===== src/hdl/utf8_column_wrap_counter_core_defines.svh =====
// ----------------------------------------------------------------------------
// UTF-8 column wrap counter: assertion macros
// Shared property shorthands; each expects clk and rst_n in scope.
// ----------------------------------------------------------------------------
`ifndef UTF8_COLUMN_WRAP_COUNTER_CORE_DEFINES_SVH
`define UTF8_COLUMN_WRAP_COUNTER_CORE_DEFINES_SVH

// Same-cycle implication.
`define UCW_ASSERT_HOLDS(lbl, ante, cons) \
  lbl: assert property (@(posedge clk) disable iff (!rst_n) (ante) |-> (cons)) \
    else $error("ucw: same-cycle check failed");

// Next-cycle implication.
`define UCW_ASSERT_NEXT(lbl, ante, cons) \
  lbl: assert property (@(posedge clk) disable iff (!rst_n) (ante) |=> (cons)) \
    else $error("ucw: next-cycle check failed");

`endif


===== src/hdl/ucw_pkg.sv =====
// ----------------------------------------------------------------------------
// UTF-8 column wrap counter: package
// Shared op type, queue sizing, byte class constants and width lookup.
// ----------------------------------------------------------------------------
package ucw_pkg;

  localparam int QUEUE_DEPTH = 4;
  localparam int QUEUE_AW    = $clog2(QUEUE_DEPTH);

  localparam int CP_BITS = 21;
  localparam int WW_BITS = 11;

  localparam logic [WW_BITS-1:0] WRAP_WIDTH_RESET = 11'd80;

  // item_kind codes
  localparam logic KIND_POINT   = 1'b0;
  localparam logic KIND_SUMMARY = 1'b1;

  // byte classes
  localparam logic [7:0] CONT_MASK    = 8'hC0;
  localparam logic [7:0] CONT_TAG     = 8'h80;
  localparam logic [7:0] LEAD2_MASK   = 8'hE0;
  localparam logic [7:0] LEAD2_TAG    = 8'hC0;
  localparam logic [7:0] LEAD3_MASK   = 8'hF0;
  localparam logic [7:0] LEAD3_TAG    = 8'hE0;
  localparam logic [7:0] LEAD4_MASK   = 8'hF8;
  localparam logic [7:0] LEAD4_TAG    = 8'hF0;
  localparam logic [7:0] NUL_BYTE     = 8'h00;

  // zero-width ranges
  localparam logic [CP_BITS-1:0] CTRL_END  = 21'd32;
  localparam logic [CP_BITS-1:0] DEL_CP    = 21'h7F;
  localparam logic [CP_BITS-1:0] C1_END    = 21'hA0;
  localparam logic [CP_BITS-1:0] COMB_LO   = 21'h0300;
  localparam logic [CP_BITS-1:0] COMB_HI   = 21'h036F;

  typedef struct packed {
    logic               kind;
    logic [CP_BITS-1:0] cp;
    logic [2:0]         nbytes;
    logic               last;
  } ucw_op_t;

  function automatic logic point_width(input logic [CP_BITS-1:0] cp);
    logic w;
    w = 1'b1;
    if (cp < CTRL_END) w = 1'b0;
    if (cp >= DEL_CP && cp < C1_END) w = 1'b0;
    if (cp >= COMB_LO && cp <= COMB_HI) w = 1'b0;
    return w;
  endfunction

endpackage


===== src/hdl/ucw_intf.sv =====
// ----------------------------------------------------------------------------
// UTF-8 column wrap counter: channel interfaces
// Input byte, result and wrap width channels with valid/ready handshake.
// ----------------------------------------------------------------------------
interface ucw_in_if;
  logic       valid;
  logic       ready;
  logic [7:0] text_byte;
  logic       end_of_line;

  modport source (output valid, output text_byte, output end_of_line, input ready);
  modport sink   (input valid, input text_byte, input end_of_line, output ready);
endinterface

interface ucw_out_if #(parameter int COUNT_BITS = 16);
  logic                  valid;
  logic                  ready;
  logic                  item_kind;
  logic [20:0]           code_point;
  logic [2:0]            byte_count;
  logic                  display_width;
  logic [COUNT_BITS-1:0] start_column;
  logic [COUNT_BITS-1:0] row_index;
  logic                  starts_new_row;
  logic [COUNT_BITS-1:0] total_columns;
  logic [COUNT_BITS-1:0] visual_lines;
  logic                  last_of_run;

  modport source (output valid, output item_kind, output code_point, output byte_count,
                  output display_width, output start_column, output row_index,
                  output starts_new_row, output total_columns, output visual_lines,
                  output last_of_run, input ready);
  modport sink   (input valid, input item_kind, input code_point, input byte_count,
                  input display_width, input start_column, input row_index,
                  input starts_new_row, input total_columns, input visual_lines,
                  input last_of_run, output ready);
endinterface

interface ucw_cfg_if;
  logic        valid;
  logic        ready;
  logic [10:0] wrap_width;

  modport source (output valid, output wrap_width, input ready);
  modport sink   (input valid, input wrap_width, output ready);
endinterface


===== src/hdl/ucw_queue.sv =====
// ----------------------------------------------------------------------------
// UTF-8 column wrap counter: op queue
// Small register FIFO between the decode front and the counting back.
// ----------------------------------------------------------------------------
`include "utf8_column_wrap_counter_core_defines.svh"

module ucw_queue
  import ucw_pkg::*;
(
  input  logic    clk,
  input  logic    rst_n,
  input  logic    push,
  input  ucw_op_t push_op,
  output logic    full,
  input  logic    pop,
  output logic    head_valid,
  output ucw_op_t head_op
);

  ucw_op_t             mem_r [QUEUE_DEPTH];
  logic [QUEUE_AW-1:0] wp_r;
  logic [QUEUE_AW-1:0] rp_r;
  logic [QUEUE_AW:0]   cnt_r;

  assign full       = (cnt_r == (QUEUE_AW+1)'(QUEUE_DEPTH));
  assign head_valid = (cnt_r != '0);
  assign head_op    = mem_r[rp_r];

  always_ff @(posedge clk) begin
    if (push) begin
      mem_r[wp_r] <= push_op;
    end
  end

  always_ff @(posedge clk) begin
    if (!rst_n) begin
      wp_r  <= '0;
      rp_r  <= '0;
      cnt_r <= '0;
    end else begin
      if (push) wp_r <= wp_r + 1'b1;
      if (pop)  rp_r <= rp_r + 1'b1;
      case ({push, pop})
        2'b10:   cnt_r <= cnt_r + 1'b1;
        2'b01:   cnt_r <= cnt_r - 1'b1;
        default: cnt_r <= cnt_r;
      endcase
    end
  end

  `UCW_ASSERT_HOLDS(qu_no_overrun, push || pop, !(push && full) && !(pop && !head_valid))

endmodule


===== src/hdl/ucw_div.sv =====
// ----------------------------------------------------------------------------
// UTF-8 column wrap counter: row divider
// Restoring divider, one quotient bit per cycle, for the visual line count.
// ----------------------------------------------------------------------------
module ucw_div
  import ucw_pkg::*;
#(
  parameter int COUNT_BITS = 16
) (
  input  logic                  clk,
  input  logic                  rst_n,
  input  logic                  start,
  input  logic [COUNT_BITS-1:0] dividend,
  input  logic [WW_BITS-1:0]    divisor,
  output logic                  busy,
  output logic [COUNT_BITS-1:0] quo,
  output logic                  rem_nz
);

  localparam int CW = $clog2(COUNT_BITS + 1);

  logic [COUNT_BITS-1:0] quo_r;
  logic [WW_BITS-1:0]    rem_r;
  logic [WW_BITS-1:0]    dvs_r;
  logic [CW-1:0]         cnt_r;

  logic [WW_BITS:0]      trial;
  logic [WW_BITS:0]      diff;
  logic                  qbit;

  assign trial = {rem_r, quo_r[COUNT_BITS-1]};
  assign diff  = trial - {1'b0, dvs_r};
  assign qbit  = (trial >= {1'b0, dvs_r});

  assign busy   = (cnt_r != '0);
  assign quo    = quo_r;
  assign rem_nz = (rem_r != '0);

  always_ff @(posedge clk) begin
    if (start) begin
      quo_r <= dividend;
      rem_r <= '0;
      dvs_r <= divisor;
    end else if (busy) begin
      quo_r <= {quo_r[COUNT_BITS-2:0], qbit};
      rem_r <= qbit ? diff[WW_BITS-1:0] : trial[WW_BITS-1:0];
    end
  end

  always_ff @(posedge clk) begin
    if (!rst_n) begin
      cnt_r <= '0;
    end else if (start) begin
      cnt_r <= CW'(COUNT_BITS);
    end else if (busy) begin
      cnt_r <= cnt_r - 1'b1;
    end
  end

endmodule


===== src/hdl/ucw_front.sv =====
// ----------------------------------------------------------------------------
// UTF-8 column wrap counter: decode front
// Collects UTF-8 sequences, expands each byte into a short op list and
// feeds the ops into the queue one per cycle while the queue is not full.
// ----------------------------------------------------------------------------
`include "utf8_column_wrap_counter_core_defines.svh"

module ucw_front
  import ucw_pkg::*;
(
  input  logic    clk,
  input  logic    rst_n,
  ucw_in_if.sink  in_ch,
  output logic    q_push,
  output ucw_op_t q_op,
  input  logic    q_full
);

  // sequence state
  logic [2:0][7:0] pend_b_r;
  logic [1:0]      pend_cnt_r;
  logic [2:0]      exp_len_r;
  logic            drop_r;

  // op list of the word being expanded
  logic [2:0][7:0]     pre_b_r;
  logic [1:0]          pre_cnt_r;
  logic                mid_v_r;
  logic [CP_BITS-1:0]  mid_cp_r;
  logic [2:0]          mid_nb_r;
  logic [2:0][7:0]     post_b_r;
  logic [1:0]          post_cnt_r;
  logic                sum_r;
  logic [2:0]          rem_r;
  logic [2:0]          slot_r;

  // decode of the incoming word
  logic [7:0]          b;
  logic                eol;
  logic                is_cont;
  logic                fresh;
  logic [2:0][7:0]     pend_b_nxt;
  logic [1:0]          pend_cnt_nxt;
  logic [2:0]          exp_len_nxt;
  logic                drop_nxt;
  logic [1:0]          d_pre_cnt;
  logic                d_mid_v;
  logic [CP_BITS-1:0]  d_mid_cp;
  logic [2:0]          d_mid_nb;
  logic [1:0]          d_post_cnt;
  logic                d_sum;
  logic [2:0]          d_total;
  logic                accept;

  assign b       = in_ch.text_byte;
  assign eol     = in_ch.end_of_line;
  assign is_cont = ((b & CONT_MASK) == CONT_TAG);

  always_comb begin
    d_pre_cnt    = '0;
    d_mid_v      = 1'b0;
    d_mid_cp     = '0;
    d_mid_nb     = '0;
    d_post_cnt   = '0;
    d_sum        = 1'b0;
    pend_b_nxt   = pend_b_r;
    pend_cnt_nxt = pend_cnt_r;
    exp_len_nxt  = exp_len_r;
    drop_nxt     = drop_r;
    fresh        = 1'b0;
    if (drop_r) begin
      if (eol) drop_nxt = 1'b0;
    end else if (b == NUL_BYTE) begin
      d_pre_cnt    = pend_cnt_r;
      d_sum        = 1'b1;
      pend_cnt_nxt = '0;
      exp_len_nxt  = '0;
      drop_nxt     = !eol;
    end else begin
      if (pend_cnt_r != '0) begin
        if (is_cont && pend_cnt_r != 2'd3) begin
          if (pend_cnt_r == 2'd1) pend_b_nxt[1] = b;
          else                    pend_b_nxt[2] = b;
          pend_cnt_nxt = pend_cnt_r + 2'd1;
          if ({1'b0, pend_cnt_nxt} == exp_len_r) begin
            d_mid_v  = 1'b1;
            d_mid_nb = exp_len_r;
            if (exp_len_r == 3'd2) begin
              d_mid_cp = {10'd0, pend_b_r[0][4:0], b[5:0]};
            end else begin
              d_mid_cp = {5'd0, pend_b_r[0][3:0], pend_b_r[1][5:0], b[5:0]};
            end
            pend_cnt_nxt = '0;
            exp_len_nxt  = '0;
          end
        end else if (is_cont) begin
          d_mid_v      = 1'b1;
          d_mid_nb     = 3'd4;
          d_mid_cp     = {pend_b_r[0][2:0], pend_b_r[1][5:0], pend_b_r[2][5:0], b[5:0]};
          pend_cnt_nxt = '0;
          exp_len_nxt  = '0;
        end else begin
          // broken sequence: flush buffered bytes, then decode this one
          d_pre_cnt    = pend_cnt_r;
          pend_cnt_nxt = '0;
          exp_len_nxt  = '0;
          fresh        = 1'b1;
        end
      end else begin
        fresh = 1'b1;
      end

      if (fresh) begin
        if ((b & LEAD2_MASK) == LEAD2_TAG) begin
          pend_b_nxt[0] = b;
          pend_cnt_nxt  = 2'd1;
          exp_len_nxt   = 3'd2;
        end else if ((b & LEAD3_MASK) == LEAD3_TAG) begin
          pend_b_nxt[0] = b;
          pend_cnt_nxt  = 2'd1;
          exp_len_nxt   = 3'd3;
        end else if ((b & LEAD4_MASK) == LEAD4_TAG) begin
          pend_b_nxt[0] = b;
          pend_cnt_nxt  = 2'd1;
          exp_len_nxt   = 3'd4;
        end else begin
          // ASCII or a stray byte goes out as a single
          d_mid_v  = 1'b1;
          d_mid_nb = 3'd1;
          d_mid_cp = {13'd0, b};
        end
      end

      if (eol) begin
        d_post_cnt   = pend_cnt_nxt;
        d_sum        = 1'b1;
        pend_cnt_nxt = '0;
        exp_len_nxt  = '0;
      end
    end
  end

  assign d_total = {1'b0, d_pre_cnt} + {2'd0, d_mid_v} + {1'b0, d_post_cnt} + {2'd0, d_sum};

  // take a new word while the last op of the current one leaves
  assign q_push      = (rem_r != '0) && !q_full;
  assign in_ch.ready = (rem_r == '0) || (rem_r == 3'd1 && q_push);
  assign accept      = in_ch.valid && in_ch.ready;

  // pick the op at the current slot
  logic [2:0] pre_end;
  logic [2:0] mid_end;
  logic [2:0] post_end;
  logic [2:0] post_idx;

  always_comb begin
    pre_end   = {1'b0, pre_cnt_r};
    mid_end   = pre_end + {2'd0, mid_v_r};
    post_end  = mid_end + {1'b0, post_cnt_r};
    post_idx  = slot_r - mid_end;
    q_op.last = (rem_r == 3'd1);
    if (slot_r < pre_end) begin
      q_op.kind   = KIND_POINT;
      q_op.cp     = {13'd0, pre_b_r[slot_r[1:0]]};
      q_op.nbytes = 3'd1;
    end else if (slot_r < mid_end) begin
      q_op.kind   = KIND_POINT;
      q_op.cp     = mid_cp_r;
      q_op.nbytes = mid_nb_r;
    end else if (slot_r < post_end) begin
      q_op.kind   = KIND_POINT;
      q_op.cp     = {13'd0, post_b_r[post_idx[1:0]]};
      q_op.nbytes = 3'd1;
    end else begin
      q_op.kind   = KIND_SUMMARY;
      q_op.cp     = '0;
      q_op.nbytes = '0;
    end
  end

  always_ff @(posedge clk) begin
    if (accept) begin
      pend_b_r   <= pend_b_nxt;
      pre_b_r    <= pend_b_r;
      pre_cnt_r  <= d_pre_cnt;
      mid_v_r    <= d_mid_v;
      mid_cp_r   <= d_mid_cp;
      mid_nb_r   <= d_mid_nb;
      post_b_r   <= pend_b_nxt;
      post_cnt_r <= d_post_cnt;
      sum_r      <= d_sum;
    end
  end

  always_ff @(posedge clk) begin
    if (!rst_n) begin
      pend_cnt_r <= '0;
      exp_len_r  <= '0;
      drop_r     <= 1'b0;
      rem_r      <= '0;
      slot_r     <= '0;
    end else if (accept) begin
      pend_cnt_r <= pend_cnt_nxt;
      exp_len_r  <= exp_len_nxt;
      drop_r     <= drop_nxt;
      rem_r      <= d_total;
      slot_r     <= '0;
    end else if (q_push) begin
      rem_r      <= rem_r - 3'd1;
      slot_r     <= slot_r + 3'd1;
    end
  end

  `UCW_ASSERT_HOLDS(fe_slot_bound, rem_r != '0, ({1'b0, slot_r} + {1'b0, rem_r}) <= 4'd5)
  `UCW_ASSERT_HOLDS(fe_summary_last, q_push && sum_r && q_op.kind == KIND_SUMMARY, q_op.last)

endmodule


===== src/hdl/ucw_back.sv =====
// ----------------------------------------------------------------------------
// UTF-8 column wrap counter: counting back
// Applies queued ops to the column and row counters and drives the result
// register; a summary runs the row divider when width and column are nonzero.
// ----------------------------------------------------------------------------
`include "utf8_column_wrap_counter_core_defines.svh"

module ucw_back
  import ucw_pkg::*;
#(
  parameter int COUNT_BITS = 16
) (
  input  logic        clk,
  input  logic        rst_n,
  ucw_cfg_if.sink     cfg_ch,
  input  logic        q_valid,
  input  ucw_op_t     q_op,
  output logic        q_pop,
  ucw_out_if.source   out_ch
);

  localparam logic ST_RUN = 1'b0;
  localparam logic ST_DIV = 1'b1;
  localparam logic [COUNT_BITS-1:0] COUNT_SAT = '1;

  logic                  st_r;
  logic [WW_BITS-1:0]    ww_r;
  logic [COUNT_BITS-1:0] col_r;
  logic [COUNT_BITS-1:0] row_r;
  logic [WW_BITS-1:0]    rcol_r;

  logic [COUNT_BITS-1:0] col_nxt;
  logic [COUNT_BITS-1:0] row_nxt;
  logic [WW_BITS-1:0]    rcol_nxt;
  logic                  fresh_row;
  logic                  pt_w;

  logic                  o_valid_r;
  logic                  o_kind_r;
  logic [CP_BITS-1:0]    o_cp_r;
  logic [2:0]            o_nb_r;
  logic                  o_dw_r;
  logic [COUNT_BITS-1:0] o_scol_r;
  logic [COUNT_BITS-1:0] o_row_r;
  logic                  o_snr_r;
  logic [COUNT_BITS-1:0] o_total_r;
  logic [COUNT_BITS-1:0] o_lines_r;
  logic                  o_last_r;

  logic                  can_load;
  logic                  is_sum;
  logic                  do_point;
  logic                  sum_quick;
  logic                  div_start;
  logic                  div_fin;
  logic                  emit_sum;
  logic                  div_busy;
  logic [COUNT_BITS-1:0] div_quo;
  logic                  div_rem_nz;
  logic [COUNT_BITS-1:0] lines;

  ucw_div #(.COUNT_BITS(COUNT_BITS)) u_div (
    .clk      (clk),
    .rst_n    (rst_n),
    .start    (div_start),
    .dividend (col_r),
    .divisor  (ww_r),
    .busy     (div_busy),
    .quo      (div_quo),
    .rem_nz   (div_rem_nz)
  );

  assign cfg_ch.ready = 1'b1;

  assign can_load  = !o_valid_r || out_ch.ready;
  assign is_sum    = (q_op.kind == KIND_SUMMARY);
  assign do_point  = q_valid && st_r == ST_RUN && !is_sum && can_load;
  assign sum_quick = q_valid && st_r == ST_RUN && is_sum && (ww_r == '0 || col_r == '0)
                     && can_load;
  assign div_start = q_valid && st_r == ST_RUN && is_sum && ww_r != '0 && col_r != '0;
  assign div_fin   = (st_r == ST_DIV) && !div_busy && can_load;
  assign emit_sum  = sum_quick || div_fin;
  assign q_pop     = do_point || emit_sum;

  assign lines = sum_quick ? COUNT_BITS'(1) : div_quo + COUNT_BITS'(div_rem_nz);

  always_comb begin
    pt_w      = point_width(q_op.cp);
    col_nxt   = col_r;
    row_nxt   = row_r;
    rcol_nxt  = rcol_r;
    fresh_row = 1'b0;
    if (pt_w) begin
      if (ww_r != '0) begin
        if (rcol_r >= ww_r) begin
          // row full: wrap before placing this point
          if (row_r != COUNT_SAT) row_nxt = row_r + 1'b1;
          rcol_nxt  = '0;
          fresh_row = 1'b1;
        end
        rcol_nxt = rcol_nxt + 1'b1;
      end
      if (col_r != COUNT_SAT) col_nxt = col_r + 1'b1;
    end
  end

  always_ff @(posedge clk) begin
    if (do_point) begin
      o_kind_r  <= KIND_POINT;
      o_cp_r    <= q_op.cp;
      o_nb_r    <= q_op.nbytes;
      o_dw_r    <= pt_w;
      o_scol_r  <= col_r;
      o_row_r   <= row_nxt;
      o_snr_r   <= fresh_row;
      o_total_r <= '0;
      o_lines_r <= '0;
      o_last_r  <= q_op.last;
    end else if (emit_sum) begin
      o_kind_r  <= KIND_SUMMARY;
      o_cp_r    <= '0;
      o_nb_r    <= '0;
      o_dw_r    <= 1'b0;
      o_scol_r  <= '0;
      o_row_r   <= '0;
      o_snr_r   <= 1'b0;
      o_total_r <= col_r;
      o_lines_r <= lines;
      o_last_r  <= q_op.last;
    end
  end

  always_ff @(posedge clk) begin
    if (!rst_n) begin
      st_r      <= ST_RUN;
      ww_r      <= WRAP_WIDTH_RESET;
      col_r     <= '0;
      row_r     <= '0;
      rcol_r    <= '0;
      o_valid_r <= 1'b0;
    end else begin
      if (cfg_ch.valid) ww_r <= cfg_ch.wrap_width;

      if (div_start)    st_r <= ST_DIV;
      else if (div_fin) st_r <= ST_RUN;

      if (do_point) begin
        col_r  <= col_nxt;
        row_r  <= row_nxt;
        rcol_r <= rcol_nxt;
      end else if (emit_sum) begin
        col_r  <= '0;
        row_r  <= '0;
        rcol_r <= '0;
      end

      if (do_point || emit_sum) o_valid_r <= 1'b1;
      else if (out_ch.ready)    o_valid_r <= 1'b0;
    end
  end

  assign out_ch.valid          = o_valid_r;
  assign out_ch.item_kind      = o_kind_r;
  assign out_ch.code_point     = o_cp_r;
  assign out_ch.byte_count     = o_nb_r;
  assign out_ch.display_width  = o_dw_r;
  assign out_ch.start_column   = o_scol_r;
  assign out_ch.row_index      = o_row_r;
  assign out_ch.starts_new_row = o_snr_r;
  assign out_ch.total_columns  = o_total_r;
  assign out_ch.visual_lines   = o_lines_r;
  assign out_ch.last_of_run    = o_last_r;

  `UCW_ASSERT_HOLDS(bk_div_on_summary, st_r == ST_DIV, q_valid && q_op.kind == KIND_SUMMARY)
  `UCW_ASSERT_NEXT(bk_summary_clears, emit_sum, col_r == '0 && row_r == '0 && rcol_r == '0)

endmodule


===== src/hdl/utf8_column_wrap_counter_core.sv =====
// ----------------------------------------------------------------------------
// UTF-8 column wrap counter core
// Ops pass from the front's registers through the op queue to the result register.
// Throughput: 1 byte per cycle unless stalled; a byte that yields several results
// holds the front, and a summary that needs the row divider holds the back.
// Reset clears the counters, the op queue and any partial sequence; wrap width is 80.
// ----------------------------------------------------------------------------
module utf8_column_wrap_counter_core
  import ucw_pkg::*;
#(
  parameter int COUNT_BITS = 16
) (
  input  logic       clk,
  input  logic       rst_n,
  ucw_in_if.sink     in_ch,
  ucw_out_if.source  out_ch,
  ucw_cfg_if.sink    cfg_ch
);

  logic    q_push;
  ucw_op_t q_push_op;
  logic    q_full;
  logic    q_pop;
  logic    q_valid;
  ucw_op_t q_head;

  ucw_front u_front (
    .clk    (clk),
    .rst_n  (rst_n),
    .in_ch  (in_ch),
    .q_push (q_push),
    .q_op   (q_push_op),
    .q_full (q_full)
  );

  ucw_queue u_queue (
    .clk        (clk),
    .rst_n      (rst_n),
    .push       (q_push),
    .push_op    (q_push_op),
    .full       (q_full),
    .pop        (q_pop),
    .head_valid (q_valid),
    .head_op    (q_head)
  );

  ucw_back #(.COUNT_BITS(COUNT_BITS)) u_back (
    .clk     (clk),
    .rst_n   (rst_n),
    .cfg_ch  (cfg_ch),
    .q_valid (q_valid),
    .q_op    (q_head),
    .q_pop   (q_pop),
    .out_ch  (out_ch)
  );

endmodule

===== src/flat_wrapper.sv =====
// flat-port wrapper written by rule: the top's interface ports become plain ports
module utf8_column_wrap_counter_core_flat import ucw_pkg::*;
#(
  parameter int COUNT_BITS = 16
)
  (clk, rst_n, in_ch_valid, in_ch_text_byte, in_ch_end_of_line, in_ch_ready, out_ch_valid, out_ch_item_kind, out_ch_code_point, out_ch_byte_count, out_ch_display_width, out_ch_start_column, out_ch_row_index, out_ch_starts_new_row, out_ch_total_columns, out_ch_visual_lines, out_ch_last_of_run, out_ch_ready, cfg_ch_valid, cfg_ch_wrap_width, cfg_ch_ready);
  ucw_in_if in_ch_i ();
  ucw_out_if #(.COUNT_BITS(COUNT_BITS)) out_ch_i ();
  ucw_cfg_if cfg_ch_i ();
  input  logic clk;
  input  logic rst_n;
  input wire logic [$bits(in_ch_i.valid)-1:0] in_ch_valid;
  input wire logic [$bits(in_ch_i.text_byte)-1:0] in_ch_text_byte;
  input wire logic [$bits(in_ch_i.end_of_line)-1:0] in_ch_end_of_line;
  output wire logic [$bits(in_ch_i.ready)-1:0] in_ch_ready;
  output wire logic [$bits(out_ch_i.valid)-1:0] out_ch_valid;
  output wire logic [$bits(out_ch_i.item_kind)-1:0] out_ch_item_kind;
  output wire logic [$bits(out_ch_i.code_point)-1:0] out_ch_code_point;
  output wire logic [$bits(out_ch_i.byte_count)-1:0] out_ch_byte_count;
  output wire logic [$bits(out_ch_i.display_width)-1:0] out_ch_display_width;
  output wire logic [$bits(out_ch_i.start_column)-1:0] out_ch_start_column;
  output wire logic [$bits(out_ch_i.row_index)-1:0] out_ch_row_index;
  output wire logic [$bits(out_ch_i.starts_new_row)-1:0] out_ch_starts_new_row;
  output wire logic [$bits(out_ch_i.total_columns)-1:0] out_ch_total_columns;
  output wire logic [$bits(out_ch_i.visual_lines)-1:0] out_ch_visual_lines;
  output wire logic [$bits(out_ch_i.last_of_run)-1:0] out_ch_last_of_run;
  input wire logic [$bits(out_ch_i.ready)-1:0] out_ch_ready;
  input wire logic [$bits(cfg_ch_i.valid)-1:0] cfg_ch_valid;
  input wire logic [$bits(cfg_ch_i.wrap_width)-1:0] cfg_ch_wrap_width;
  output wire logic [$bits(cfg_ch_i.ready)-1:0] cfg_ch_ready;
  assign in_ch_i.valid = in_ch_valid;
  assign in_ch_i.text_byte = in_ch_text_byte;
  assign in_ch_i.end_of_line = in_ch_end_of_line;
  assign in_ch_ready = in_ch_i.ready;
  assign out_ch_valid = out_ch_i.valid;
  assign out_ch_item_kind = out_ch_i.item_kind;
  assign out_ch_code_point = out_ch_i.code_point;
  assign out_ch_byte_count = out_ch_i.byte_count;
  assign out_ch_display_width = out_ch_i.display_width;
  assign out_ch_start_column = out_ch_i.start_column;
  assign out_ch_row_index = out_ch_i.row_index;
  assign out_ch_starts_new_row = out_ch_i.starts_new_row;
  assign out_ch_total_columns = out_ch_i.total_columns;
  assign out_ch_visual_lines = out_ch_i.visual_lines;
  assign out_ch_last_of_run = out_ch_i.last_of_run;
  assign out_ch_i.ready = out_ch_ready;
  assign cfg_ch_i.valid = cfg_ch_valid;
  assign cfg_ch_i.wrap_width = cfg_ch_wrap_width;
  assign cfg_ch_ready = cfg_ch_i.ready;
  utf8_column_wrap_counter_core #(.COUNT_BITS(COUNT_BITS)) u_core (.clk(clk), .rst_n(rst_n), .in_ch(in_ch_i), .out_ch(out_ch_i), .cfg_ch(cfg_ch_i));
endmodule

===== config.mk =====
export PLATFORM = sky130hd
export DESIGN_NAME = utf8_column_wrap_counter_core_flat
export DESIGN_NICKNAME = d
export VERILOG_FILES = /design/src/hdl/ucw_pkg.sv /design/src/hdl/ucw_intf.sv /design/src/hdl/ucw_queue.sv /design/src/hdl/ucw_div.sv /design/src/hdl/ucw_front.sv /design/src/hdl/ucw_back.sv /design/src/hdl/utf8_column_wrap_counter_core.sv /design/src/flat_wrapper.sv
export VERILOG_INCLUDE_DIRS = /design/src /design/src/hdl
export SDC_FILE = /design/constraint.sdc
export NUM_CORES = 1
export LEC_CHECK = 0
export ABC_AREA = 1
export ABC_CLOCK_PERIOD_IN_PS = 4900
export BUFFER_PORTS_ARGS = -buffer_cell sky130_fd_sc_hd__buf_2
export CORE_UTILIZATION = 45
export DETAILED_ROUTE_END_ITERATION = 16
export PLACE_DENSITY = 0.73
export SETUP_SLACK_MARGIN = 0.3
export SLEW_MARGIN = 20
export SYNTH_ARGS = -nofsm -noshare
export SYNTH_HDL_FRONTEND = slang
export SYNTH_SLANG_ARGS = --single-unit

===== constraint.sdc =====
create_clock -name clk -period 4.9 [get_ports clk]
set_input_delay 0.245 -clock clk [delete_from_list [all_inputs] [get_ports clk]]
set_output_delay 0.245 -clock clk [all_outputs]
set_load 0.02 [all_outputs]

# Yosys cells after proc, flatten, opt, wreduce, memory -nomap -nowiden
# Memory sizes are Yosys's and may differ from the RTL's. A register that Yosys moved wholly into a read port is not among the register bits.
# Cells that the tools add are included.
[classes]
n_addsub = 19
magnitude_cmp = 12
eq_ne = 17
muxes = 130
bitwise_logic = 5
n_reduce_logical = 53
[ops]
columns = ["operator", "count"]
rows = [
  ["16-bit two-way mux", 17],
  ["21-bit two-way mux", 9],
  ["11-bit two-way mux", 8],
  ["25-bit two-way mux", 3],
  ["8-bit two-way mux", 8],
  ["3-bit two-way mux", 21],
  ["24-bit two-way mux", 2],
  ["1-bit two-way mux", 38],
  ["2-bit two-way mux", 19],
  ["16-bit by 1-bit adder with 16-bit output, second input constant", 2],
  ["8-bit binary-select mux with 2-bit select", 2],
  ["16-bit inequality test, second input constant", 2],
  ["11-bit nonzero test", 2],
  ["21-bit by 10-bit greater-or-equal comparator with 1-bit output, second input constant", 1],
  ["21-bit by 7-bit greater-or-equal comparator with 1-bit output, second input constant", 1],
  ["21-bit by 10-bit less-or-equal comparator with 1-bit output, second input constant", 1],
  ["21-bit by 6-bit less-than comparator with 1-bit output, second input constant", 1],
  ["21-bit by 8-bit less-than comparator with 1-bit output, second input constant", 1],
  ["16-bit by 1-bit adder with 16-bit output", 1],
  ["1-bit logical AND", 16],
  ["16-bit logical NOT", 1],
  ["16-bit nonzero test", 1],
  ["2-bit nonzero test", 7],
  ["12-bit by 11-bit greater-or-equal comparator with 1-bit output", 1],
  ["other kinds (39)", 71],
]
[totals]
ff_bits = 287
ram_bits = 104
inputBits = 25
out_inout_bits = 95
elab_cells = 277
n_memories = 1
[mem_list]
columns = ["memory", "depth", "word_bits", "rd", "rd_clocked_by_memory_dff", "write_ports", "line", "text"]
rows = [
  ["u_core.u_queue.mem_r", 4, 26, 1, 1, 1, "ucw_queue.sv:20", "ucw_op_t mem_r [QUEUE_DEPTH];"],
]

# Logic depth before layout (Yosys ltp)
# Gate-level depths: netlist of run 1.
[depth]
ltp_word = 15
ltp_mapped = 20
ltp_nobuf = 19

# By module
# A second synthesis of run 1 with hierarchy kept.
[hier_totals]
cells_unflattened = 2109
hier_area_um2 = 19115.8
[modules_own_cells]
columns = ["module", "instances", "cells_per_inst", "area_each_um2", "seq_area_each_um2"]
rows = [
  ["ucw_back", 1, 982, 7641.1, 3553.4],
  ["ucw_front", 1, 487, 4568.1, 2552.4],
  ["ucw_queue", 1, 310, 4291.6, 3303.2],
  ["ucw_div", 1, 330, 2615.0, 1131.1],
]

# Worst setup path after synthesis of run 1
# No wires, ideal clock.
[synth_path]
path_kind = "register to register"
startpoint = "register u_core.u_front.pend_cnt_r[0]"
endpoint = "register u_core.u_front.rem_r[2]"
t_arrival_ps = 3152
required_time_ps = 4768
slack_ps = 1616
stages_incl_launch_ff = 17
path_buffers = 0
cell_sequence = "dfxtp_1 -> inv_1 -> ha_1 -> o21ai_0 -> a21oi_1 -> nand3_1 -> nand2_1 -> nor2_1 -> inv_1 -> nand2_1 -> inv_1 -> fa_1 -> ha_1 -> fa_1 -> xor2_1 -> o211ai_1 -> a21oi_1"
[synth_between]
elab_chain_cells = 15
word_cells_on_any_way = 37
classes_between = "add/sub: 4; eq/ne: 2; mux: 29; reduce/logical: 2"
[synth_rtl]
columns = ["item", "line", "text"]
rows = [
  ["start, declared", "ucw_front.sv:21", "logic [1:0] pend_cnt_r;"],
  ["start signal, assigned", "ucw_front.sv:203", "pend_cnt_r <= pend_cnt_nxt;"],
  ["2-bit by 1-bit adder with 2-bit output", "ucw_front.sv:84", "pend_cnt_nxt = pend_cnt_r + 2'd1;"],
  ["2-bit by 3-bit == test with 1-bit output", "ucw_front.sv:85", "if ({1'b0, pend_cnt_nxt} == exp_len_r) begin"],
  ["1-bit two-way mux", "ucw_front.sv:85", ""],
  ["1-bit two-way mux", "ucw_front.sv:81", "if (is_cont && pend_cnt_r != 2'd3) begin"],
  ["1-bit two-way mux", "ucw_front.sv:80", "if (pend_cnt_r != '0) begin"],
  ["1-bit two-way mux", "ucw_front.sv:122", "end else if ((b & LEAD4_MASK) == LEAD4_TAG) begin"],
  ["1-bit two-way mux", "ucw_front.sv:118", "end else if ((b & LEAD3_MASK) == LEAD3_TAG) begin"],
  ["1-bit two-way mux", "ucw_front.sv:114", "if ((b & LEAD2_MASK) == LEAD2_TAG) begin"],
  ["1-bit two-way mux *", "ucw_front.sv:113", "if (fresh) begin"],
  ["1-bit two-way mux *", "ucw_front.sv:73", "end else if (b == NUL_BYTE) begin"],
  ["1-bit two-way mux *", "ucw_front.sv:71", "if (drop_r) begin"],
  ["net u_core.u_front.d_mid_v", "ucw_front.sv:47", "logic d_mid_v;"],
  ["2-bit by 1-bit adder with 3-bit output *", "ucw_front.sv:143", "assign d_total = {1'b0, d_pre_cnt} + {2'd0, d_mid_v} + {1'b0, d_post_cnt} + {2'd0, d_sum};"],
  ["3-bit by 2-bit adder with 3-bit output *", "ucw_front.sv:143", ""],
  ["3-bit by 1-bit adder with 3-bit output *", "ucw_front.sv:143", ""],
  ["3-bit two-way mux *", "ucw_front.sv:202", "end else if (accept) begin"],
  ["end signal, assigned", "ucw_front.sv:206", "rem_r <= d_total;"],
  ["end signal, assigned", "ucw_front.sv:209", "rem_r <= rem_r - 3'd1;"],
  ["end, declared", "ucw_front.sv:34", "logic [2:0] rem_r;"],
]
# Mark *: on every way through the listed nets, which the timed path passes. The rest lies on a longest branch. The select of a mux whose other input is x is not followed.
# A chain may end at the register's enable or synchronous reset.

# Final worst setup path of run 1
# Same ends and word-level chain as after synthesis.

==> flow_metrics.env, run 1 <==
export IMPL_postSynth_topFlopCell="edfxtp_1"
export IMPL_postSynthAreaPerCell_um2=9.04
export IMPL_fin_crit_period_ps=3930
export IMPL_wl_mm=44.1
export IMPL_grt_setup_unrepaired="false"
export IMPL_max_cap_violations=0
export IMPL_slew_headroom_pct=33.9
export IMPL_routed_len_inst_um=16.0
export IMPL_routabilityCongestion=0.922
export IMPL_die_h_um=206
export IMPL_maximum_buffer_depth_of_the_clock_tree=3
export IMPL_drt_vias_per_instance=5.31
export IMPL_placement_rows=74
export IMPL_required_ps=5330
export IMPL_horizontal_die_dimension_um=206
export IMPL_finalSetupViolCount=0
export IMPL_layout_drive_gt1_share_pct=10.6
export IMPL_synth_seq_area_share_pct=56.5
export IMPL_synth_area_top_cells="edfxtp_1 43%, dfxtp_1 14%, nand2_1 10%"
export IMPL_design_final_nets=2272
export IMPL_post_layout_total_power_mw=14.0
export IMPL_number_of_cells_upsized_or_downsized_after_cts=0
export IMPL_cts_root_buffer="clkbuf_16"
export IMPL_synth_seq_cells=393
export IMPL_clock_fmax_mhz=254
export IMPL_worst_path_bufs_invs=3
export IMPL_p_leak_nw=8.64
export IMPL_worst_setup_path_start_kind="flop"
export IMPL_drt_first_iter_violations=1055
export IMPL_synthArstFlopShare_pct=0
export IMPL_start_util_pct=45.7
export IMPL_critical_path_max_fanout=7
export IMPL_post_cts_hold_buffer_count=20
export IMPL_layout_common_cells="500 x nand2_1, 267 x edfxtp_1, 227 x inv_1"
export IMPL_synth_yosys_warnings=0
export IMPL_grt_start_max_net_pins=57
export IMPL_number_of_global_route_vias_before_repair=13718
export IMPL_grt_overflow_total=0
export IMPL_design_portCount=120
export IMPL_cpMostUsedCell="inv_1"
export IMPL_finalClockSkew_ps=12.1
export IMPL_synth_edff_count=267
export IMPL_area_growth_syn_to_layout_pct=13.9
export IMPL_vdd_ir_drop_max_uv=452
export IMPL_worstPathCellList="inv_1 > ha_1 > o21ai_0 > a21oi_1 > nand3_1 > nand2_1 > nor2_1 > inv_1 > nand2_1 > inv_1 > fa_1 > ha_1 > fa_1 > xor2_1 > o211ai_1 > a21oi_1"
export IMPL_area_sequential_um2=10500
export IMPL_timing_final_hold_violations=0
export IMPL_critical_path_depth=16
export IMPL_ff2ff_path_depth=16
export IMPL_detailed_place_hpwl_mm=30.1
export IMPL_postCtsSetupBuffers=0
export IMPL_min_path_cells=3
export IMPL_synth_instances=2063
export IMPL_yosys_area_top_type="edfxtp_1"
export IMPL_via_count=14631
export IMPL_worst_ep_arrival_time_ps=4360
export IMPL_final_worst_path_period_share_pct=80.3
export IMPL_hold_class="in -> reg"
export IMPL_clk_pin_slew_worst_paths_ps=60
export IMPL_diodes=0
export IMPL_antenna_found_initial=0
export IMPL_synthDistinctLibCells=53
export IMPL_syn_std_cell_area_um2=18600
export IMPL_criticalPathCategory="reg -> reg"
export IMPL_antenna_left=0
export IMPL_mappedNetlistNets=2145
export IMPL_die_area_um2=42300
export IMPL_global_route_usage_total_pct=21.1
export IMPL_post_synth_top_area_fraction_pct=43.0
export IMPL_clock_tree_htree_level_count=2
export IMPL_area_of_all_placed_cells_without_fillers_um2=21200
export IMPL_portBuffers=118
export IMPL_layout_filler_cells=3649
export IMPL_insertion_delay_ps=560
export IMPL_post_route_drc_count=0
export IMPL_cts_buffer_count=43
export IMPL_delay_of_the_slowest_cell_on_the_worst_path_ps=470
export IMPL_power_per_cell_area_nw_per_um2=660
export IMPL_status="finished, final reports clean"
export IMPL_layout_commonest_cell="nand2_1"
export IMPL_worstMarginPinSlew_ps=991
export IMPL_drt_pass1_iter_count=5
export IMPL_cts_tree="built"
export IMPL_critPathSlowestCell="fa_1"
export IMPL_coreArea_um2=40800
export IMPL_area_taken_by_multi_input_logic_gates_um2=6860
export IMPL_tritoncts_num_sinks=393
export IMPL_finalSetupTns_ps=0
export IMPL_crit_path_end_kind="flop"
export IMPL_timing_critical_path_max_delay_family="adder cells"
export IMPL_placed_cell_area_um2=19700
export IMPL_global_route_wire_length_before_repair_mm=70.8
export IMPL_timing_final_max_slew_violations=0
## path summary, 6_finish.rpt
check / from / endpoint / slack, ps
hold / removal: cfg_ch_wrap_width[8] / u_core.u_back.ww_r[8]$_SDFFE_PN0P_ / 40
hold reg to reg: u_core.u_back.ww_r[4]$_SDFFE_PN1P_ / u_core.u_back.u_div.dvs_r[4]$_DFFE_PP_ / 430
setup / recovery: u_core.u_front.pend_cnt_r[0]$_SDFFE_PN0P_ / u_core.u_front.rem_r[2]$_SDFFE_PN0P_ / 970
setup reg to reg: u_core.u_front.pend_cnt_r[0]$_SDFFE_PN0P_ / u_core.u_front.rem_r[2]$_SDFFE_PN0P_ / 970
## through the flow
step | setup WS (ps) | std cells | hold WS, ps | util, %
floorplan | 1620 | 2063 | 344 | -
finish | 967 | 2754 | 39.3 | 52.0
detailed placement | 498 | 2656 | 413 | 48.2
global placement | 666 | 2656 | 412 | 48.1
CTS | 476 | 2753 | 0.817 | 51.9
global route | 595 | 2754 | 47.8 | 52.0
## synthesized netlist by cell type, types with 2 or more instances
cell type,n
nor3_1,36
clkbuf_1,35
a32o_1,8
nand3_2,4
nor2_2,3
nor2_1,204
inv_2,6
dfxtp_1,126
inv_4,2
nand3_1,133
nor4_1,13
a2111oi_0,4
or2_2,8
buf_4,5
inv_1,228
o31ai_1,5
buf_6,11
xnor2_1,7
buf_1,5
clkinv_1,6
nand4_1,25
a31oi_1,5
o22ai_1,6
nor2_4,3
a21o_1,4
a22oi_1,2
o211ai_1,14
a21oi_1,133
o21ai_0,121
a32oi_1,8
xor2_1,24
edfxtp_1,267
nand2_2,3
fa_1,5
buf_2,13
o21ai_1,14
nand2_1,500
ha_1,52
## cell families (layout without fill, tap and decap cells)
kind of cell	count (synthesis)	in the layout	share of synthesized area, %
XOR/XNOR	31	31	1.46
adder cells (fa/ha/maj)	57	57	4.03
flip-flops	393	393	56.5
AO/OA/AOI/OAI	332	332	9.92
AND/OR/NAND/NOR	936	936	21.1
other	1	1	0.0201
buffers and inverters	312	471	6.94
multiplexers	1	1	0.0537
## cell type report
class,count,share of cell area (%)
inverter,243,4.33
sequential,393,49.6
clock inverter,21,0.890
tap,532,3.13
multi-input combinational,1358,32.3
clock buffer,56,5.44
timing repair buffer,151,4.28
## worst register-to-register path, stage by stage, from the launching register on
cell and delay, ps:
dfxtp_1 450, inv_1 120, ha_1 340, o21ai_0 170, a21oi_1 60, nand3_1 210
nand2_1 250, nor2_1 280, inv_1 80, nand2_1 220, inv_1 130, fa_1 470
ha_1 200, fa_1 390, xor2_1 170, o211ai_1 170, a21oi_1 100
## report_power, final
group,internal (mW),switching [mW],leakage (nW),total (mW)
sequential,5.02,0.448,3.57,5.46
combinational,1.50,3.94,4.40,5.44
clock,1.82,1.29,0.664,3.11
total,8.33,5.69,8.64,14.0
## sequential cells by signal, indices dropped and copies added (netlist names), 16 cells and up, named ones only
register and flops:
u_core.u_back.col_r 16, u_core.u_back.out_ch.code_point 21, u_core.u_back.out_ch.row_index 16, u_core.u_back.out_ch.start_column 16, u_core.u_back.out_ch.total_columns 16, u_core.u_back.out_ch.visual_lines 16
u_core.u_back.row_r 16, u_core.u_back.u_div.quo 16, u_core.u_front.mid_cp_r 21, u_core.u_front.post_b_r 24, u_core.u_front.pre_b_r 24, u_core.u_queue.mem_r 104
## metal layers
layer  global-route usage, %  vias to the layer above  wire, um
met2                    33.9                      477     20200
met3                    3.66                       86      2970
li1                        -                     7195         -
met5                       0                        -         0
met4                    7.25                        0      1140
met1                    28.7                     6873     19700
Power figures use the tool's default switching activity.
==> inputs of run 2 (changes only) <==
Settings changed: ABC_AREA 1 to 0, ABC_CLOCK_PERIOD_IN_PS 4900 to 3200, PLACE_DENSITY 0.73 to 0.76.
Clock period 4.9 ns to 3.2 ns, I/O delays scaled along.
==> run 2 against run 1 <==
Flip-flop and latch count stayed put. Total power grew 58%. Synthesized area fell by 4.2%. First-iteration DRC count is 20% higher. Die area down 4.1%. Sequential share of layout area is 2.2 points lower. Cell count shrank 17%. Global-route usage hardly changed. Register-to-register slack worse by 850 ps. Clock power rose by 58%. Highest routed layer unchanged.
==> flow_metrics.env, run 2 <==
export IMPL_cpMostUsedCell="fa_1"
export IMPL_delay_of_the_slowest_cell_on_the_worst_path_ps=530
export IMPL_crit_path_end_kind="flop"
export IMPL_portBuffers=118
export IMPL_routabilityCongestion=0.912
export IMPL_max_cap_violations=0
export IMPL_cts_buffer_count=41
export IMPL_area_growth_syn_to_layout_pct=24.5
export IMPL_postSynthAreaPerCell_um2=11.8
export IMPL_layout_common_cells="267 x edfxtp_1, 123 x nand2_1, 120 x buf_2"
export IMPL_maximum_buffer_depth_of_the_clock_tree=3
export IMPL_number_of_global_route_vias_before_repair=12600
export IMPL_horizontal_die_dimension_um=201
export IMPL_hold_class="in -> reg"
export IMPL_worst_r2r_setup_slack_ps=120
export IMPL_synth_edff_count=267
export IMPL_syn_std_cell_area_um2=17900
export IMPL_layout_filler_cells=2988
export IMPL_reg_largest_list="u_core.u_queue.mem_r (104), u_core.u_front.post_b_r (24), u_core.u_front.pre_b_r (24)"
export IMPL_timing_final_hold_violations=0
export IMPL_layout_commonest_cell="edfxtp_1"
export IMPL_finalClockSkew_ps=18.4
export IMPL_clock_tree_htree_level_count=2
export IMPL_synthArstFlopShare_pct=0
export IMPL_crit_end="u_core.u_front.rem_r[2]$_SDFFE_PN0P_"
export IMPL_grt_setup_unrepaired="true"
export IMPL_finalSetupViolCount=0
export IMPL_critPathSlowestCell="dlygate4sd3_1"
export IMPL_die_area_um2=40500
export IMPL_fin_util_pct=57.2
export IMPL_criticalPathCategory="in -> reg"
export IMPL_cts_tree="built"
export IMPL_synth_area_top_cells="edfxtp_1 45%, dfxtp_1 14%, ha_1 3.6%"
export IMPL_drt_pass1_iter_count=5
export IMPL_synth_seq_area_share_pct=59.0
export IMPL_drt_vias_per_instance=5.69
export IMPL_p_comb_share_pct=40.4
export IMPL_synth_seq_cells=393
export IMPL_post_route_drc_count=0
export IMPL_antenna_found_initial=0
export IMPL_synthDistinctLibCells=80
export IMPL_worstPathCellList="dlygate4sd3_1 > buf_2 > nor4_2 > a22oi_1 > nor3_1 > fa_1 > ha_2 > fa_1 > xor2_1 > nor2_1 > a211oi_1 > o21a_1"
export IMPL_cts_root_buffer="clkbuf_16"
export IMPL_number_of_flip_flops_under_the_largest_register_name=104
export IMPL_postSynth_topFlopCell="edfxtp_1"
export IMPL_fin_crit_period_ps=3080
export IMPL_slew_headroom_pct=50.1
export IMPL_clock_fmax_mhz=324
export IMPL_synth_yosys_warnings=0
export IMPL_power_per_cell_area_nw_per_um2=993
export IMPL_tritoncts_num_sinks=393
export IMPL_grt_start_max_net_pins=56
export IMPL_sw_pwr_mw=8.17
export IMPL_layout_drive_gt1_share_pct=27.2
export IMPL_timing_final_max_slew_violations=0
export IMPL_insertion_delay_ps=540
export IMPL_via_count=13073
export IMPL_grt_overflow_total=0
export IMPL_vdd_ir_drop_max_uv=522
export IMPL_ff2ff_path_depth=14
export IMPL_critical_path_reg2reg_startpoint="u_core.u_front.pend_cnt_r[1]$_SDFFE_PN0P_"
export IMPL_mappedNetlistNets=1603
export IMPL_p_leak_nw=8.42
export IMPL_detailed_place_hpwl_mm=28.0
export IMPL_p_int_mw=13.9
export IMPL_pwr_share_seq_pct=37.3
export IMPL_worstReg2RegEnd="u_core.u_front.rem_r[2]$_SDFFE_PN0P_"
export IMPL_post_synth_top_area_fraction_pct=44.9
export IMPL_numPlacedInstances=2135
export IMPL_design_portCount=120
export IMPL_wl_mm=44.9
export IMPL_yosys_area_top_type="edfxtp_1"
export IMPL_die_h_um=201
export IMPL_synth_instances=1521
export IMPL_global_route_usage_total_pct=21.1
export IMPL_library_cell_with_the_highest_instance_count_after_synthesis="edfxtp_1"
export IMPL_pwr_share_clk_pct=22.2
export IMPL_final_worst_path_period_share_pct=96.4
export IMPL_worstMarginPinSlew_ps=748
export IMPL_critical_path_max_fanout=7
export IMPL_start_util_pct=45.9
export IMPL_diodes=0
export IMPL_required_ps=3670
export IMPL_clk_pin_slew_worst_paths_ps=60
export IMPL_worst_setup_path_start_kind="input port"
export IMPL_worst_ep_arrival_time_ps=3550
export IMPL_global_route_wire_length_before_repair_mm=68.5
export IMPL_ys_top_cells_by_count="267 x edfxtp_1, 127 x nand2_1, 126 x dfxtp_1"
export IMPL_design_final_nets=1830
export IMPL_crit_start="in_ch_text_byte[7]"
export IMPL_dp_slack_ps=-3.75
export IMPL_timing_final_ws_setup_ps=116
export IMPL_switching_share_pct=37.0
export IMPL_antenna_left=0
export IMPL_coreArea_um2=38900
export IMPL_drt_first_iter_violations=1261
export IMPL_placement_rows=72
export IMPL_post_layout_nonfiller_instances=2299
export IMPL_finalSetupTns_ps=0
export IMPL_routed_len_inst_um=19.5
export IMPL_status="finished, final reports clean"
export IMPL_max_flop_register="u_core.u_queue.mem_r"
==> run 2: cell families after synthesis <==
kind of cell | count (synthesis) | share of synthesized area (%)
compound gates | 252 | 8.93
xor+xnor | 49 | 2.40
fa+ha+maj | 57 | 4.20
buf+inv | 153 | 3.50
flops | 393 | 59.0
mux | 82 | 6.68
other cells | 1 | 0.0210
simple gates | 534 | 15.3
==> run 2: metal layers <==
metal,part of all wire [%],global-route usage [%],routed length (um)
met5,0,0,0
met4,2.9,7.22,1310
met3,6.9,2.83,3080
met2,48,35.3,21700
met1,42,28.3,18700
==> run 2: repair_timing <==
item	4_1_cts	5_1_grt
hold buffers	20	0
endpoints found under the hold margin	39	0
setup buffers	44	17
pin swaps	18	51
cloned	4	3
resized for setup	47	106
endpoints found under the setup margin	90	100
==> run 2: per-stage QoR <==
step	hold WS [ps]	total power, mW	area [um2]
finish	56.1	22.1	22300
global route	65.6	23.2	22300
CTS	16.4	21.3	21500
detailed placement	401	15.9	19300
global placement	393	15.5	19300
floorplan	259	13.5	18000
==> run 2: worst max-delay path, delay by kind of cell <==
kind                       cells  cell delay (ps)
adders and majority gates      3             1070
and+or+nand+nor                3              860
buffers and inverters          2              700
AOI/OAI and AO/OA              3              540
xor gates and xnor gates       1              220
==> run 2: cell type report <==
class,count,area (um2),share of cell area [%]
Clock buffer,58,1190,5.36
Clock inverter,18,206,0.928
Tap cell,518,648,2.91
Timing Repair Buffer,266,1870,8.40
Multi-Input combinational cell,977,7510,33.7
Sequential cell,393,10600,47.4
Inverter,69,272,1.22
==> run 2: how the worst min path moves through the flow <==
stage,from,end,cells past startpoint
after floorplan,in_ch_text_byte[0],u_core.u_front.post_b_r[0]$_DFFE_PP_,0
after global placement,cfg_ch_wrap_width[6],u_core.u_back.ww_r[6]$_SDFFE_PN1P_,3
after global routing,cfg_ch_valid,u_core.u_back.ww_r[6]$_SDFFE_PN1P_,3
after CTS,in_ch_text_byte[5],u_core.u_front.mid_cp_r[5]$_SDFFCE_PP0P_,2
final,cfg_ch_valid,u_core.u_back.ww_r[4]$_SDFFE_PN1P_,3
after detailed placement,cfg_ch_wrap_width[6],u_core.u_back.ww_r[6]$_SDFFE_PN1P_,3
==> run 2: power by group through the flow <==
stage | Combinational, mW | Sequential, mW | Clock (mW)
CTS | 8.12 | 8.21 | 4.98
global route | 9.65 | 8.38 | 5.16
detailed placement | 7.55 | 8.30 | 0
floorplan | 4.80 | 8.66 | 0
finish | 8.93 | 8.25 | 4.91
global placement | 7.28 | 8.23 | 0
==> inputs of run 3 (changes only) <==
Settings changed: SYNTH_HIERARCHICAL set to 1.
==> run 3 against run 2 <==
Worst hold slack worse by 18 ps. Synthesized area is 2.9% higher. Critical path depth stayed put. Routed wire length is 1.2% lower. Count of clock-buffer cells in the layout is 1 lower. Via count is 2.8% higher. Synthesized cell count is 1.1% higher. Cell area is 0.77% lower. Total power is 2.8% lower. Sequential share of layout area is 0.36 points higher. Critical endpoint is now u_core/u_back/rcol_r[9]$_SDFFE_PN0P_.
==> flow_metrics.env, run 3 <==
export IMPL_status="finished, final reports clean"
export IMPL_ff2ff_path_depth=12
export IMPL_clk_pin_slew_worst_paths_ps=60
export IMPL_drt_first_iter_violations=1289
export IMPL_die_area_um2=41700
export IMPL_layout_commonest_cell="edfxtp_1"
export IMPL_horizontal_die_dimension_um=204
export IMPL_cts_root_buffer="clkbuf_16"
export IMPL_synth_instances=1537
export IMPL_global_route_wire_length_before_repair_mm=68.6
export IMPL_synthDistinctLibCells=92
export IMPL_sw_pwr_mw=7.93
export IMPL_worstReg2RegEnd="u_core/u_back/rcol_r[9]$_SDFFE_PN0P_"
export IMPL_antenna_left=0
export IMPL_layout_drive_gt1_share_pct=23.7
export IMPL_timing_final_ws_setup_ps=240
export IMPL_max_flop_register="u_core/u_queue/mem_r"
export IMPL_p_int_mw=13.5
export IMPL_post_synth_top_area_fraction_pct=43.6
export IMPL_worstMarginPinSlew_ps=748
export IMPL_design_portCount=120
export IMPL_layout_filler_cells=3195
export IMPL_post_route_drc_count=0
export IMPL_number_of_flip_flops_under_the_largest_register_name=104
export IMPL_start_util_pct=46.0
export IMPL_p_leak_nw=8.07
export IMPL_pwr_share_clk_pct=21.9
export IMPL_synth_seq_cells=393
export IMPL_via_count=13435
export IMPL_detailed_place_hpwl_mm=29.7
export IMPL_final_worst_path_period_share_pct=92.5
export IMPL_routabilityCongestion=0.889
export IMPL_synth_edff_count=267
export IMPL_timing_final_hold_violations=0
export IMPL_clock_tree_htree_level_count=2
export IMPL_cts_buffer_count=41
export IMPL_grt_start_max_net_pins=62
export IMPL_synth_seq_area_share_pct=57.3
export IMPL_postSynthAreaPerCell_um2=12.0
export IMPL_drt_pass1_iter_count=6
export IMPL_design_final_nets=1823
export IMPL_synth_yosys_warnings=6
export IMPL_grt_setup_unrepaired="true"
export IMPL_mappedNetlistNets=1619
export IMPL_yosys_area_top_type="edfxtp_1"
export IMPL_antenna_found_initial=1
export IMPL_reg_largest_list="u_core/u_queue/mem_r (104), u_core/u_front/post_b_r (24), u_core/u_front/pre_b_r (24)"
export IMPL_finalSetupTns_ps=0
export IMPL_finalClockSkew_ps=21.8
export IMPL_clock_fmax_mhz=338
export IMPL_required_ps=3650
export IMPL_cts_tree="built"
export IMPL_coreArea_um2=40000
export IMPL_hold_path_startpoint="cfg_ch_valid"
export IMPL_timing_final_max_slew_violations=0
export IMPL_area_of_all_placed_cells_without_fillers_um2=22100
export IMPL_synth_area_top_cells="edfxtp_1 44%, dfxtp_1 14%, ha_1 3.5%"
export IMPL_postSynth_topFlopCell="edfxtp_1"
export IMPL_layout_common_cells="267 x edfxtp_1, 128 x nand2_1, 121 x buf_2"
export IMPL_area_growth_syn_to_layout_pct=20.1
export IMPL_max_cap_violations=0
export IMPL_detailroute_wirelength_met3_mm=2.87
export IMPL_global_route_usage_total_pct=20.6
export IMPL_diodes=0
export IMPL_grt_overflow_total=0
export IMPL_drt_vias_per_instance=5.84
export IMPL_vdd_ir_drop_max_uv=518
export IMPL_synthArstFlopShare_pct=0
export IMPL_portBuffers=118
export IMPL_critical_path_max_fanout=8
export IMPL_library_cell_with_the_highest_instance_count_after_synthesis="edfxtp_1"
export IMPL_ys_top_cells_by_count="267 x edfxtp_1, 133 x nand2_1, 126 x dfxtp_1"
export IMPL_placement_rows=73
export IMPL_criticalPathCategory="reg -> reg"
export IMPL_m1WireLength_mm=17.2
export IMPL_slew_headroom_pct=49.8
export IMPL_worst_ep_arrival_time_ps=3410
export IMPL_fin_crit_period_ps=2960
export IMPL_worst_r2r_setup_slack_ps=240
export IMPL_p_comb_share_pct=39.9
export IMPL_die_h_um=204
export IMPL_worst_setup_path_start_kind="flop"
export IMPL_dp_slack_ps=107
export IMPL_number_of_global_route_vias_before_repair=12988
export IMPL_switching_share_pct=36.9
export IMPL_hold_path_endpoint="u_core/u_back/ww_r[4]$_SDFFE_PN1P_"
export IMPL_crit_path_end_kind="flop"
export IMPL_finalSetupViolCount=0
export IMPL_tritoncts_num_sinks=393
export IMPL_hold_class="in -> reg"
export IMPL_placed_cell_area_um2=19900
export IMPL_routed_len_inst_um=19.3
export IMPL_min_path_cells=3
export IMPL_pwr_share_seq_pct=38.2
export IMPL_area_sequential_um2=10600
export IMPL_wl_mm=44.3
export IMPL_top_signal_layer_used="met5"
export IMPL_insertion_delay_ps=570
export IMPL_power_per_cell_area_nw_per_um2=972
export IMPL_area_taken_by_multi_input_logic_gates_um2=7650
export IMPL_syn_std_cell_area_um2=18400
export IMPL_maximum_buffer_depth_of_the_clock_tree=3
export IMPL_wl_met2_mm=23.0
## run 3: cell types whose count changed in the layout (fill, tap and decap cells not counted), sizes merged, moves of 10 or more
cell,delta
and3,+13
nor2,-44
a21oi,-33
a31oi,+12
xnor2,-10
o31ai,+13
o311ai,+16
nor2b,+16
o21ai,+27
buf,-36
and2,-10
nand4,+19
## run 3: worst max-delay path: stages, from the launching register on
cell and delay [ps]:
dfxtp_4 420, buf_16 150, mux4_2 560, nor4_4 330
buf_4 170, nand4_1 160, buf_4 210, o22ai_4 200
buf_6 150, nor4_4 40, buf_6 160, a32oi_2 210
mux2i_1 90
## run 3: layout make-up
class	instances	share of cell area, %
Sequential cell	393	47.8
Inverter	64	1.13
Tap cell	525	2.98
Timing Repair Buffer	231	7.37
Multi-Input combinational cell	1010	34.7
Clock inverter	19	0.912
Clock buffer	57	5.15
## run 3: worst max path at each step
| stage | end | slack (ps) | depth (start not counted) |
|---|---|---|---|
| after CTS | u_core/u_back/out_ch.row_index[11]$_DFFE_PP_ | 190 | 10 |
| final | u_core/u_back/rcol_r[9]$_SDFFE_PN0P_ | 240 | 12 |
| after global placement | u_core/u_back/out_ch.row_index[12]$_DFFE_PP_ | 140 | 10 |
| after global routing | u_core/u_back/col_r[5]$_SDFFE_PN0P_ | 160 | 10 |
| after floorplan | u_core/u_queue/cnt_r[2]$_SDFFE_PN0P_ | -610 | 16 |
| after detailed placement | u_core/u_back/out_ch.row_index[1]$_DFFE_PP_ | 110 | 11 |
## run 3: repair_timing
item	CTS	global route
endpoints found under the setup margin	93	171
gates resized for setup	30	55
setup buffers	4	17
cloned	2	3
hold buffers	20	0
pin swaps	3	22
endpoints found under the hold margin	38	0
## run 3: power groups by stage
stage,Clock [mW],Sequential [mW],Combinational [mW]
after global placement,0,8.22,7.44
after global routing,4.97,8.33,9.24
after CTS,4.78,8.20,7.93
final,4.70,8.20,8.57
after detailed placement,0,8.28,7.70
after floorplan,0,8.64,4.91
## run 3: cell families (layout without fill, tap and decap cells)
kind of cell,count (synthesis),after routing,share of synthesized area [%]
xor+xnor,37,37,1.76
flops,393,393,57.3
compound gates,297,297,11.0
buf+inv,134,371,3.33
other cells,1,1,0.0204
fa+ha+maj,57,57,4.08
mux,79,79,6.38
simple gates,539,539,16.1
## run 3: metrics by stage
stage	hold WS [ps]	total power, mW	util, %	std cells
floorplan	259	13.6	-	1537
global placement	415	15.7	49.8	2177
detailed placement	423	16.0	49.8	2177
CTS	22.2	20.9	54.0	2279
global route	60.4	22.5	55.2	2299
finish	37.9	21.5	55.2	2299
## run 3: routing by layer
metal / track usage, % / vias up
met4: 7.70 / 2
met5: 0 / -
met1: 25.0 / 6568
met2: 36.6 / 529
met3: 3.49 / 102
li1: - / 6234
